==> config.mk <==
export PLATFORM = sky130hd
export DESIGN_NAME = fixed_timestep_accumulator
export DESIGN_NICKNAME = d
export VERILOG_FILES = /design/src/rtl/core/fta_pkg.sv /design/src/rtl/core/fixed_timestep_accumulator.sv
export VERILOG_INCLUDE_DIRS = /design/src /design/src/rtl/core
export SDC_FILE = /design/constraint.sdc
export NUM_CORES = 1
export LEC_CHECK = 0
export BUFFER_PORTS_ARGS = -buffer_cell sky130_fd_sc_hd__buf_4
export CAP_MARGIN = 30
export CORE_MARGIN = 2
export CORE_UTILIZATION = 45
export CTS_CLUSTER_SIZE = 24
export DETAILED_ROUTE_END_ITERATION = 10
export PLACE_DENSITY = 0.65
export SKIP_LAST_GASP = 1
export SYNTH_ARGS = -nofsm -noshare
export SYNTH_HDL_FRONTEND = slang
export SYNTH_SLANG_ARGS = --single-unit
==> constraint.sdc <==
create_clock -name clock -period 7.4 [get_ports clock]
set_clock_uncertainty 0.05 [all_clocks]
set_input_delay 0.37 -clock clock [delete_from_list [all_inputs] [get_ports clock]]
set_output_delay 0.37 -clock clock [all_outputs]
set_load 0.01 [all_outputs]
==> src/rtl/core/fixed_timestep_accumulator_assert.svh <==
// ----------------------------------------------------------------------------
// Fixed timestep accumulator assertion macros
// Concurrent assertion helpers; they compile to nothing when SYNTH is set.
// ----------------------------------------------------------------------------
`ifndef FIXED_TIMESTEP_ACCUMULATOR_ASSERT_SVH
`define FIXED_TIMESTEP_ACCUMULATOR_ASSERT_SVH

`ifndef SYNTH
// Same-cycle implication.
`define FTA_ASSERT_NOW(label, clk, rst, ante, cons) \
   label: assert property (@(posedge clk) disable iff (rst) (ante) |-> (cons)) \
      else $error("fta assertion failed");
// Next-cycle implication.
`define FTA_ASSERT_NEXT(label, clk, rst, ante, cons) \
   label: assert property (@(posedge clk) disable iff (rst) (ante) |=> (cons)) \
      else $error("fta assertion failed");
`else
`define FTA_ASSERT_NOW(label, clk, rst, ante, cons)
`define FTA_ASSERT_NEXT(label, clk, rst, ante, cons)
`endif

`endif

==> src/rtl/core/fta_pkg.sv <==
// ----------------------------------------------------------------------------
// Fixed timestep accumulator package
// Types and constants shared by the accumulator RTL.
// ----------------------------------------------------------------------------
`timescale 1ns / 1ps

package fta_pkg;

   // Width of the working interval; wide enough for elapsed plus leftover
   // minus one more step.
   localparam int ACC_W  = 36;
   localparam int SLOP_W = 34;

   localparam logic [SLOP_W-1:0] SLOP_MAX = 34'h1_FFFF_FFFF;
   localparam logic [SLOP_W-1:0] SLOP_MIN = 34'h2_0000_0000;

   localparam logic [31:0] STEP_RESET = 32'd16667;
   localparam logic [30:0] TOL_RESET  = 31'd0;

   // Register index, taken from address bit 2.
   localparam logic REG_STEP_INTERVAL = 1'b0;
   localparam logic REG_TOLERANCE     = 1'b1;

   typedef enum logic [1:0] {
      OP_START  = 2'd0,
      OP_RUN    = 2'd1,
      OP_PAUSE  = 2'd2,
      OP_RESUME = 2'd3
   } op_type;

   typedef enum logic [2:0] {
      ST_IDLE,
      ST_DECODE,
      ST_LOOP,
      ST_FIX,
      ST_SAT,
      ST_FINISH
   } state_type;

endpackage

==> src/rtl/core/fixed_timestep_accumulator.sv <==
`timescale 1ns / 1ps
// ----------------------------------------------------------------------------
// Fixed timestep accumulator
// Counts the fixed simulation steps due for each frame from a free-running
// tick timestamp, with start, pause and resume handling.
// ----------------------------------------------------------------------------
// Each item carries an operation (start, run, pause, resume) and a timestamp
// in ticks, and produces exactly one result item: the number of steps due,
// the paused flag after the item, and an overrun flag when the count was
// capped at MAX_STEPS. The block works on one item at a time and holds
// req_stall high until that item is finished. Start, pause, resume and a run
// while paused go from decode to finish. A run goes through the step loop,
// where a single 36-bit subtractor takes off one step interval per cycle,
// then fix-up when the interval drops below a step, saturation and finish.
// The result sits in an output register, so the next item can be accepted
// while the previous result is still waiting on rsp_stall. The step interval
// and tolerance are written through the APB port at byte addresses 0 and 4.
// ----------------------------------------------------------------------------

`include "fixed_timestep_accumulator_assert.svh"

module fixed_timestep_accumulator #(
   parameter int MAX_STEPS = 64
) (
   input  logic        clock,
   input  logic        reset,
   // input item channel
   input  logic        req_valid,
   output logic        req_stall,
   input  logic [1:0]  req_op,
   input  logic [31:0] req_timestamp,
   // result item channel
   output logic        rsp_valid,
   input  logic        rsp_stall,
   output logic [6:0]  rsp_step_count,
   output logic        rsp_is_paused,
   output logic        rsp_overrun,
   // configuration port
   input  logic        csr_psel,
   input  logic        csr_penable,
   input  logic        csr_pwrite,
   input  logic [2:0]  csr_paddr,
   input  logic [31:0] csr_pwdata,
   output logic [31:0] csr_prdata,
   output logic        csr_pready
);

   localparam int          ACC_W     = fta_pkg::ACC_W;
   localparam int          SLOP_W    = fta_pkg::SLOP_W;
   localparam logic [6:0]  MAX_COUNT = 7'(MAX_STEPS);

   // Sequencer and item registers
   fta_pkg::state_type state_ff, state_in;
   fta_pkg::op_type    op_ff, op_in;
   logic [31:0]        time_ff, time_in;

   // Configuration
   logic [31:0] step_ff, step_in;
   logic [30:0] tol_ff, tol_in;

   // Architectural state
   logic [31:0]       last_time_ff, last_time_in;
   logic [SLOP_W-1:0] slop_ff, slop_in;
   logic              paused_ff, paused_in;
   logic [31:0]       pause_time_ff, pause_time_in;

   // Working registers of the step loop
   logic [ACC_W-1:0] acc_ff, acc_in;
   logic [6:0]       count_ff, count_in;
   logic             over_ff, over_in;

   // Result register
   logic       rsp_valid_ff, rsp_valid_in;
   logic [6:0] rsp_step_count_ff, rsp_step_count_in;
   logic       rsp_is_paused_ff, rsp_is_paused_in;
   logic       rsp_overrun_ff, rsp_overrun_in;

   logic             req_accept;
   logic             csr_write;
   logic             rsp_free;
   logic [31:0]      elapsed;
   logic [ACC_W-1:0] diff;
   logic [ACC_W-1:0] tol_ext;
   logic [ACC_W-1:0] diff_plus_tol;
   logic             diff_neg;
   logic             diff_le_tol;
   logic             near_step;

   assign req_stall  = (state_ff != fta_pkg::ST_IDLE);
   assign req_accept = req_valid && !req_stall;
   assign rsp_free   = !rsp_valid_ff || !rsp_stall;

   assign rsp_valid      = rsp_valid_ff;
   assign rsp_step_count = rsp_step_count_ff;
   assign rsp_is_paused  = rsp_is_paused_ff;
   assign rsp_overrun    = rsp_overrun_ff;

   // The shared unit: the working interval minus one step. Both tolerance
   // tests are made against this difference, so the interval is never
   // compared against step plus or minus tolerance directly.
   assign elapsed       = time_ff - last_time_ff;
   assign diff          = acc_ff - {4'b0, step_ff};
   assign tol_ext       = {5'b0, tol_ff};
   assign diff_plus_tol = diff + tol_ext;
   assign diff_neg      = diff[ACC_W-1];
   assign diff_le_tol   = $signed(diff) <= $signed(tol_ext);
   assign near_step     = !diff_plus_tol[ACC_W-1];

   // ------------------------------------------------------------------------
   // Configuration port. Address bit 2 picks the register; writes happen in
   // the access phase and reads return the current value.
   // ------------------------------------------------------------------------
   assign csr_pready = 1'b1;
   assign csr_write  = csr_psel && csr_penable && csr_pwrite && csr_pready;

   always_comb begin
      step_in    = step_ff;
      tol_in     = tol_ff;
      csr_prdata = step_ff;
      unique case (csr_paddr[2])
         fta_pkg::REG_STEP_INTERVAL: begin
            csr_prdata = step_ff;
            if (csr_write) begin
               step_in = csr_pwdata;
            end
         end
         fta_pkg::REG_TOLERANCE: begin
            csr_prdata = {1'b0, tol_ff};
            if (csr_write) begin
               tol_in = csr_pwdata[30:0];
            end
         end
         default: begin
            csr_prdata = step_ff;
         end
      endcase
   end

   // ------------------------------------------------------------------------
   // Sequencer next state. A run goes through the loop, which takes one step
   // per cycle until the interval drops below a step, the tolerance lets a
   // second step be skipped, or the cap is reached. The fix-up state then
   // takes one step that is nearly due when none was counted.
   // ------------------------------------------------------------------------
   always_comb begin
      state_in = state_ff;
      unique case (state_ff)
         fta_pkg::ST_IDLE: begin
            if (req_accept) begin
               state_in = fta_pkg::ST_DECODE;
            end
         end
         fta_pkg::ST_DECODE: begin
            if (op_ff == fta_pkg::OP_RUN && !paused_ff) begin
               state_in = fta_pkg::ST_LOOP;
            end else begin
               state_in = fta_pkg::ST_FINISH;
            end
         end
         fta_pkg::ST_LOOP: begin
            if (diff_neg) begin
               state_in = fta_pkg::ST_FIX;
            end else if ((count_ff == 7'd1 && diff_le_tol) || count_ff >= MAX_COUNT) begin
               state_in = fta_pkg::ST_SAT;
            end
         end
         fta_pkg::ST_FIX: begin
            state_in = fta_pkg::ST_SAT;
         end
         fta_pkg::ST_SAT: begin
            state_in = fta_pkg::ST_FINISH;
         end
         fta_pkg::ST_FINISH: begin
            if (rsp_free) begin
               state_in = fta_pkg::ST_IDLE;
            end
         end
         default: begin
            state_in = fta_pkg::ST_IDLE;
         end
      endcase
   end

   // ------------------------------------------------------------------------
   // Sequencer outputs and datapath updates.
   // ------------------------------------------------------------------------
   always_comb begin
      op_in             = op_ff;
      time_in           = time_ff;
      last_time_in      = last_time_ff;
      slop_in           = slop_ff;
      paused_in         = paused_ff;
      pause_time_in     = pause_time_ff;
      acc_in            = acc_ff;
      count_in          = count_ff;
      over_in           = over_ff;
      rsp_valid_in      = rsp_valid_ff && rsp_stall;
      rsp_step_count_in = rsp_step_count_ff;
      rsp_is_paused_in  = rsp_is_paused_ff;
      rsp_overrun_in    = rsp_overrun_ff;

      unique case (state_ff)
         fta_pkg::ST_IDLE: begin
            if (req_accept) begin
               op_in   = fta_pkg::op_type'(req_op);
               time_in = req_timestamp;
            end
         end
         fta_pkg::ST_DECODE: begin
            count_in = 7'd0;
            over_in  = 1'b0;
            case (op_ff)
               fta_pkg::OP_START: begin
                  last_time_in = time_ff;
                  slop_in      = '0;
                  paused_in    = 1'b0;
               end
               fta_pkg::OP_RUN: begin
                  if (!paused_ff) begin
                     acc_in       = {4'b0, elapsed} + {{2{slop_ff[SLOP_W-1]}}, slop_ff};
                     last_time_in = time_ff;
                  end
               end
               fta_pkg::OP_PAUSE: begin
                  if (!paused_ff) begin
                     paused_in     = 1'b1;
                     pause_time_in = time_ff;
                  end
               end
               fta_pkg::OP_RESUME: begin
                  if (paused_ff) begin
                     // Push the last time forward by the paused span.
                     paused_in    = 1'b0;
                     last_time_in = last_time_ff + (time_ff - pause_time_ff);
                  end
               end
               default: begin
                  paused_in = paused_ff;
               end
            endcase
         end
         fta_pkg::ST_LOOP: begin
            if (!diff_neg && !(count_ff == 7'd1 && diff_le_tol)) begin
               if (count_ff >= MAX_COUNT) begin
                  over_in = 1'b1;
               end else begin
                  count_in = count_ff + 7'd1;
                  acc_in   = diff;
               end
            end
         end
         fta_pkg::ST_FIX: begin
            if (count_ff == 7'd0 && near_step) begin
               count_in = 7'd1;
               acc_in   = diff;
            end
         end
         fta_pkg::ST_SAT: begin
            // The leftover fits when the top three bits agree.
            if (acc_ff[ACC_W-1:SLOP_W-1] == 3'b000 || acc_ff[ACC_W-1:SLOP_W-1] == 3'b111) begin
               slop_in = acc_ff[SLOP_W-1:0];
            end else if (acc_ff[ACC_W-1]) begin
               slop_in = fta_pkg::SLOP_MIN;
            end else begin
               slop_in = fta_pkg::SLOP_MAX;
            end
         end
         fta_pkg::ST_FINISH: begin
            if (rsp_free) begin
               rsp_valid_in      = 1'b1;
               rsp_step_count_in = count_ff;
               rsp_is_paused_in  = paused_ff;
               rsp_overrun_in    = over_ff;
            end
         end
         default: begin
            rsp_valid_in = rsp_valid_ff && rsp_stall;
         end
      endcase
   end

   // ------------------------------------------------------------------------
   // Registers. Control and architectural state reset; item payload and loop
   // working registers are always written before use.
   // ------------------------------------------------------------------------
   always_ff @(posedge clock) begin
      if (reset) begin
         state_ff      <= fta_pkg::ST_IDLE;
         rsp_valid_ff  <= 1'b0;
         step_ff       <= fta_pkg::STEP_RESET;
         tol_ff        <= fta_pkg::TOL_RESET;
         last_time_ff  <= '0;
         slop_ff       <= '0;
         paused_ff     <= 1'b0;
         pause_time_ff <= '0;
      end else begin
         state_ff      <= state_in;
         rsp_valid_ff  <= rsp_valid_in;
         step_ff       <= step_in;
         tol_ff        <= tol_in;
         last_time_ff  <= last_time_in;
         slop_ff       <= slop_in;
         paused_ff     <= paused_in;
         pause_time_ff <= pause_time_in;
      end
   end

   always_ff @(posedge clock) begin
      op_ff             <= op_in;
      time_ff           <= time_in;
      acc_ff            <= acc_in;
      count_ff          <= count_in;
      over_ff           <= over_in;
      rsp_step_count_ff <= rsp_step_count_in;
      rsp_is_paused_ff  <= rsp_is_paused_in;
      rsp_overrun_ff    <= rsp_overrun_in;
   end

   // ------------------------------------------------------------------------
   // Assertions
   // ------------------------------------------------------------------------
   // An accepted item always moves the sequencer into decode.
   `FTA_ASSERT_NEXT(a_accept_decodes, clock, reset, req_accept, state_ff == fta_pkg::ST_DECODE)
   // The loop never counts past the cap.
   `FTA_ASSERT_NOW(a_count_capped, clock, reset, state_ff == fta_pkg::ST_LOOP, count_ff <= MAX_COUNT)
   // An overrun result always carries the full step count.
   `FTA_ASSERT_NOW(a_overrun_full, clock, reset, rsp_valid && rsp_overrun, rsp_step_count == MAX_COUNT)
   // While paused no steps are reported.
   `FTA_ASSERT_NOW(a_paused_no_steps, clock, reset, rsp_valid && rsp_is_paused, rsp_step_count == 7'd0)

endmodule
Yosys cells after proc, flatten, opt, wreduce, memory -nomap -nowiden:

Cells that the tools add are included.

* flip-flop bits (word level): 253
* input bits: 76
* output and inout port bits: 44
* logic and storage cells: 120

* add/sub/neg operators: 7
* magnitude comparators: 2
* eq/ne operators: 22
* multiplexer cells: 30
* bitwise logic cells: 2
* reductions and logical operators: 41

Operator list (number)
* 36-bit 2-to-1 mux: 5
* 36-bit one-hot mux with 3 select lines: 1
* 34-bit 2-to-1 mux: 3
* 32-bit one-hot mux with 3 select lines: 1
* 34-bit one-hot mux with 2 select lines: 1
* 32-bit 2-to-1 mux: 2
* 32-bit one-hot mux with 2 select lines: 1
* 32-bit subtractor: 2
* 36-bit by 31-bit adder with 36-bit output: 1
* 36-bit by 32-bit <= comparator with 1-bit output: 1
* 36-bit by 32-bit subtractor with 36-bit output: 1
* 33-bit by 34-bit adder with 35-bit output: 1
* 32-bit adder: 1
* 7-bit 2-to-1 mux: 3
* 7-bit one-hot mux with 3 select lines: 1
* 2-bit != test (second input constant): 10
* 3-bit one-hot mux with 6 select lines: 1
* 3-bit 2-to-1 mux: 5
* 2-bit AND reduction: 6
* 3-bit == test (second input constant): 3
* 3-bit AND reduction: 3
* 3-bit nonzero test: 3
* 1-bit logical AND: 8
* 4-bit AND reduction: 2
* 20 further kinds: 38

Longest topological paths before layout:

* word-level depth: 7
* mapped depth: 26
* gate-level depth less buffers: 26

Worst setup path after synthesis:

No wires, ideal clock.

* path kind: reg-to-reg
* start point: register acc_ff[0]
* end point: register acc_ff[0] (enable)
* setup time: 0.441 ns
* data arrival time: 6.354 ns
* data required time: 6.909 ns
* path slack: 0.555 ns
* cell stages (with the launch flop): 26
* buffers on the path: 0
* period minus slack after synthesis: 6.845 ns
* cell sequence: edfxtp_1 inv_1 ha_1 inv_1 fa_1 a211oi_1 o211a_1 or4_4 a21oi_1 a211o_1 a21o_1 a21boi_0 o211ai_1 a21oi_1 xnor2_1 ha_1 nor4_1 nand3_1 nor2_1 o221ai_1 o21bai_1 a211o_1 a21oi_1 and4b_1 o31ai_2 a21oi_1

* cells in the longest elaborated chain, start to end: 7
* elaborated cells between the ends (all ways): 12
* those cells by class: add/sub (2); order compare (1); eq/ne (2); reduce/logical (7)

RTL lines
* start, declared: RTL line fixed_timestep_accumulator.sv:68 `logic [ACC_W-1:0] acc_ff, acc_in;`
* start signal, assigned: RTL line fixed_timestep_accumulator.sv:311 `acc_ff <= acc_in;`
* 36-bit by 32-bit subtractor with 36-bit output (*): RTL line fixed_timestep_accumulator.sv:102 `assign diff = acc_ff - {4'b0, step_ff};`
* 36-bit by 32-bit <= comparator with 1-bit output: RTL line fixed_timestep_accumulator.sv:106 `assign diff_le_tol = $signed(diff) <= $signed(tol_ext);`
* 1-bit logical AND: RTL line fixed_timestep_accumulator.sv:243 `if (!diff_neg && !(count_ff == 7'd1 && diff_le_tol)) begin`
* 1-bit zero test: RTL line fixed_timestep_accumulator.sv:243
* 1-bit logical AND: RTL line fixed_timestep_accumulator.sv:243
* 2-bit != test (no line)
* 6-bit AND reduction (no line) (*)

Every way passes the cells marked *; elsewhere a longest branch is shown, timed or not.
A chain may end at the register's enable or synchronous reset.

Worst setup path in the final report:

Ends and elaborated chain as after synthesis.

==> flow_summary.toml <==
[sta]
finalCritPeriodShare_pct = 88.85
drv_slew = 0
clock.fmax_ghz = 0.1521
rsz0062_at_grt = "false"
fin_crit_ns = 6.575
tightest_slew_ns = 0.9491
finalHoldViolations = 0
tns_ns = 0
setup_viol = 0
relSlewSlack_pct = 36.72

[final_layout]
syn2layout_area_growth_pct = 16.54
num-nets-final = 2762
n_antenna_cell = 0
stdcell_area_sq_um = 21810
drive_above_1_share_pct = 8.548

[logic_synthesis]
syn_nets = 2622
synth-simple-area-share_pct = 15.33
synth_area_leader_cell = "dfxtp_1"
async_flop_share_pct = 0
synth-xor-area-share_pct = 5.704
synthFlopType = "dfxtp_1"
synth_area_leaders = "dfxtp_1 (18%), edfxtp_1 (14%), ha_1 (13%)"
synth.distinct_cells = 80
netlist.area_leader.share_pct = 17.76
synth_fa_ha_area_share_pct = 16.81
synth.cell_area_sq_um = 18710
synth_edf_count = 87
netlist_instances = 2315
yosysSeqAreaShare_pct = 31.72
synth_top_family_by_area = "compound AO/OA/AOI/OAI gates"
synth-compound-area-share_pct = 22.83
synthMuxAreaShare_pct = 0.9228
ys_seq_elements = 253
syn_avg_cell_area_sq_um = 8.083
synth_warnings = 0

[floorplanning]
die_area_sq_um = 43230
die_width_um = 207.9
coreArea_sq_um = 40920
fp-row-count = 74
die_y_um = 207.9
io_pins = 120
initial_core_util_pct = 45.72

[pwr]
vdd_drop_max_v = 0.0002001
cellPowerDensity_nw_per_um2 = 418.5
leakagePower_nw = 8.978
p_total_mw = 9.126

[clock_tree]
clock_latency_ns = 0.58
cts_hold_buffers = 68
cts_tree = "done"
clockBufferDepth = 3
postCtsSetupBuffers = 0
clock_sinks = 253
path_clk_slew_ns = 0.06
cts.htree.levels = 1
clock-root-buffer = "clkbuf_16"
numCtsBuffers = 31
cts_resized = 0

[worst_setup_path]
regToRegSetupSlack_ns = 0.82
cp.required_ns = 7.57
slowest_delay_ns = 0.47
crit_arrival_ns = 6.74
worstSetupPathType = "register to register"
start_kind = "register"
path_buf_inv = 3
r2r_end = "acc_ff[0]$_DFFE_PP_"
worstRegToRegCells = 26
critPathSlowestCell = "a21boi_0"
cp_max_fo = 36
critPathCaptureType = "register"
crit_family = "compound AO/OA/AOI/OAI gates"
timing.rr.start = "acc_ff[0]$_DFFE_PP_"
cpMostUsedCell = "a21oi_1"

[route]
drt-initial-drc-count = 1294
drc = 0
first_pass_iters = 6
routedWlPerCell_um = 16.21
vias_per_cell = 5.434
ant_nets = 0
wl_um = 48830
num_vias = 16370

[outcome]
status = "complete, no violations"

[hold_path]
hold_depth = 3
hold_end = "time_ff[31]$_DFFE_PP_"
hold_path.class = "primary input to register"
worstHoldStart = "req_valid"

[placement]
gp_congestion = 0.9177
dpl.hpwl_um = 36470
portBuffers = 116
placed_area_sq_um = 20100

[grt]
grt_pass1_vias = 15600
overflow = 0
grt_pass1_wl_um = 79250
antenna_found_initial = 0
grt_start_max_net_pins = 81
grt_usage_pct = 22.06

[run]
maxCapViolCount = 0
-- sequential cells by signal (all words and copies together) (netlist names), 7 cells and up --
name            flops
acc_ff             36
count_ff            7
last_time_ff       32
pause_time_ff      32
rsp_step_count      7
slop_ff            34
step_ff            32
time_ff            32
tol_ff             31
-- layout by cell type, fill, tap and decap left out, drive strengths merged, types with 27 or more instances in the layout --
master,netlist,routed
o21ai,156,156
nor2,130,130
edfxtp,87,87
o21bai,27,27
xnor2,73,73
ha,197,197
dfxtp,166,166
nand3,41,41
inv,236,238
a21o,68,68
nor3,31,31
clkbuf,88,42
dlygate4sd3,0,68
a211oi,37,37
buf,6,133
fa,34,34
a21oi,297,297
nand2,348,348
xor2,48,48
-- cells by family (layout without fill, tap and decap cells) --
logic type      count (synthesis)  after routing
compound gates                706            706
simple gates                  656            656
buf+inv                       330            495
flops                         253            253
fa+ha+maj                     231            231
xor+xnor                      121            121
mux                            17             17
other cells                     1              1
-- worst register-to-register path: cells and delay by family, from the launching register on --
kind	cells	cell delay, ns
AO/OA/AOI/OAI	14	3.04
XOR/XNOR	1	0.23
adder cells (fa/ha/maj)	3	0.89
buffers and inverters	3	0.53
flip-flops	1	0.39
AND/OR/NAND/NOR	5	1.01
-- Yosys cell counts (5+ instances only) --
library cell  count
ha_1            197
o21ai_0         151
nor2_1          130
a221oi_1          7
nor2b_1          16
nand2b_1         14
o21ai_1           5
o211ai_1         21
or3_1             6
a41oi_1           6
and3_1            9
o21a_1           14
o41ai_1           5
nand2_1         348
nor4_1           10
nor3_1           30
nand4_1          18
fa_1             34
mux2i_1          15
a211oi_1         35
xnor2_1          73
nand3_1          41
inv_1           236
a21oi_1         297
edfxtp_1         87
o21bai_1         27
a31oi_1          12
and2_1            9
clkbuf_1         88
xor2_1           47
a21o_1           68
dfxtp_1         166
or2_2             7
-- stage by stage --
step	setup slack (ns)	utilization, %	std cells	hold WS [ns]
final	0.8248	53.28	3012	0.1774
after global routing	0.4154	53.28	3012	0.1731
after CTS	0.8578	53.27	3011	0.1410
after detailed placement	0.8765	49.11	2885	0.3568
after global placement	1.017	48.95	2882	0.3574
after floorplan	0.5550	-	2315	0.3503
-- power breakdown --
part	total [mW]	internal, mW	switching [mW]
combinational	5.54	2.25	3.28
clock	1.54	0.921	0.621
sequential	2.05	1.83	0.216
total	9.13	5.00	4.12
-- layer usage --
layer / vias to the layer above / wire length [um] / global-route usage (%)
li1: 8323 / - / -
met1: 7624 / 24380 / 31.73
met2: 359 / 21490 / 35.71
met3: 62 / 2086 / 2.219
met4: 0 / 873 / 5.087
met5: - / 0 / 0
-- cell type report --
type                       instances  area [sq um]
clock buffer                      42         827.0
multi-input combinational       1732         11570
fill                            3856         19120
inverter                         236         885.9
timing repair buffer             201          1724
clock inverter                    16         192.7
tap                              532         665.6
sequential                       253          5936
-- how the worst max path moves through the flow --
stage / startpoint / endpoint / slack [ns] / depth (start not counted)
2_1_floorplan: acc_ff[0]$_DFFE_PP_ / acc_ff[0]$_DFFE_PP_ / 0.55 / 25
3_3_place_gp: acc_ff[0]$_DFFE_PP_ / acc_ff[0]$_DFFE_PP_ / 1.02 / 26
3_5_place_dp: acc_ff[0]$_DFFE_PP_ / acc_ff[0]$_DFFE_PP_ / 0.88 / 26
4_1_cts: acc_ff[0]$_DFFE_PP_ / acc_ff[0]$_DFFE_PP_ / 0.86 / 26
5_1_grt: acc_ff[0]$_DFFE_PP_ / count_ff[3]$_DFFE_PP_ / 0.42 / 25
6_report: acc_ff[0]$_DFFE_PP_ / acc_ff[0]$_DFFE_PP_ / 0.82 / 26
Note: power is estimated with default switching activity, not from simulation.
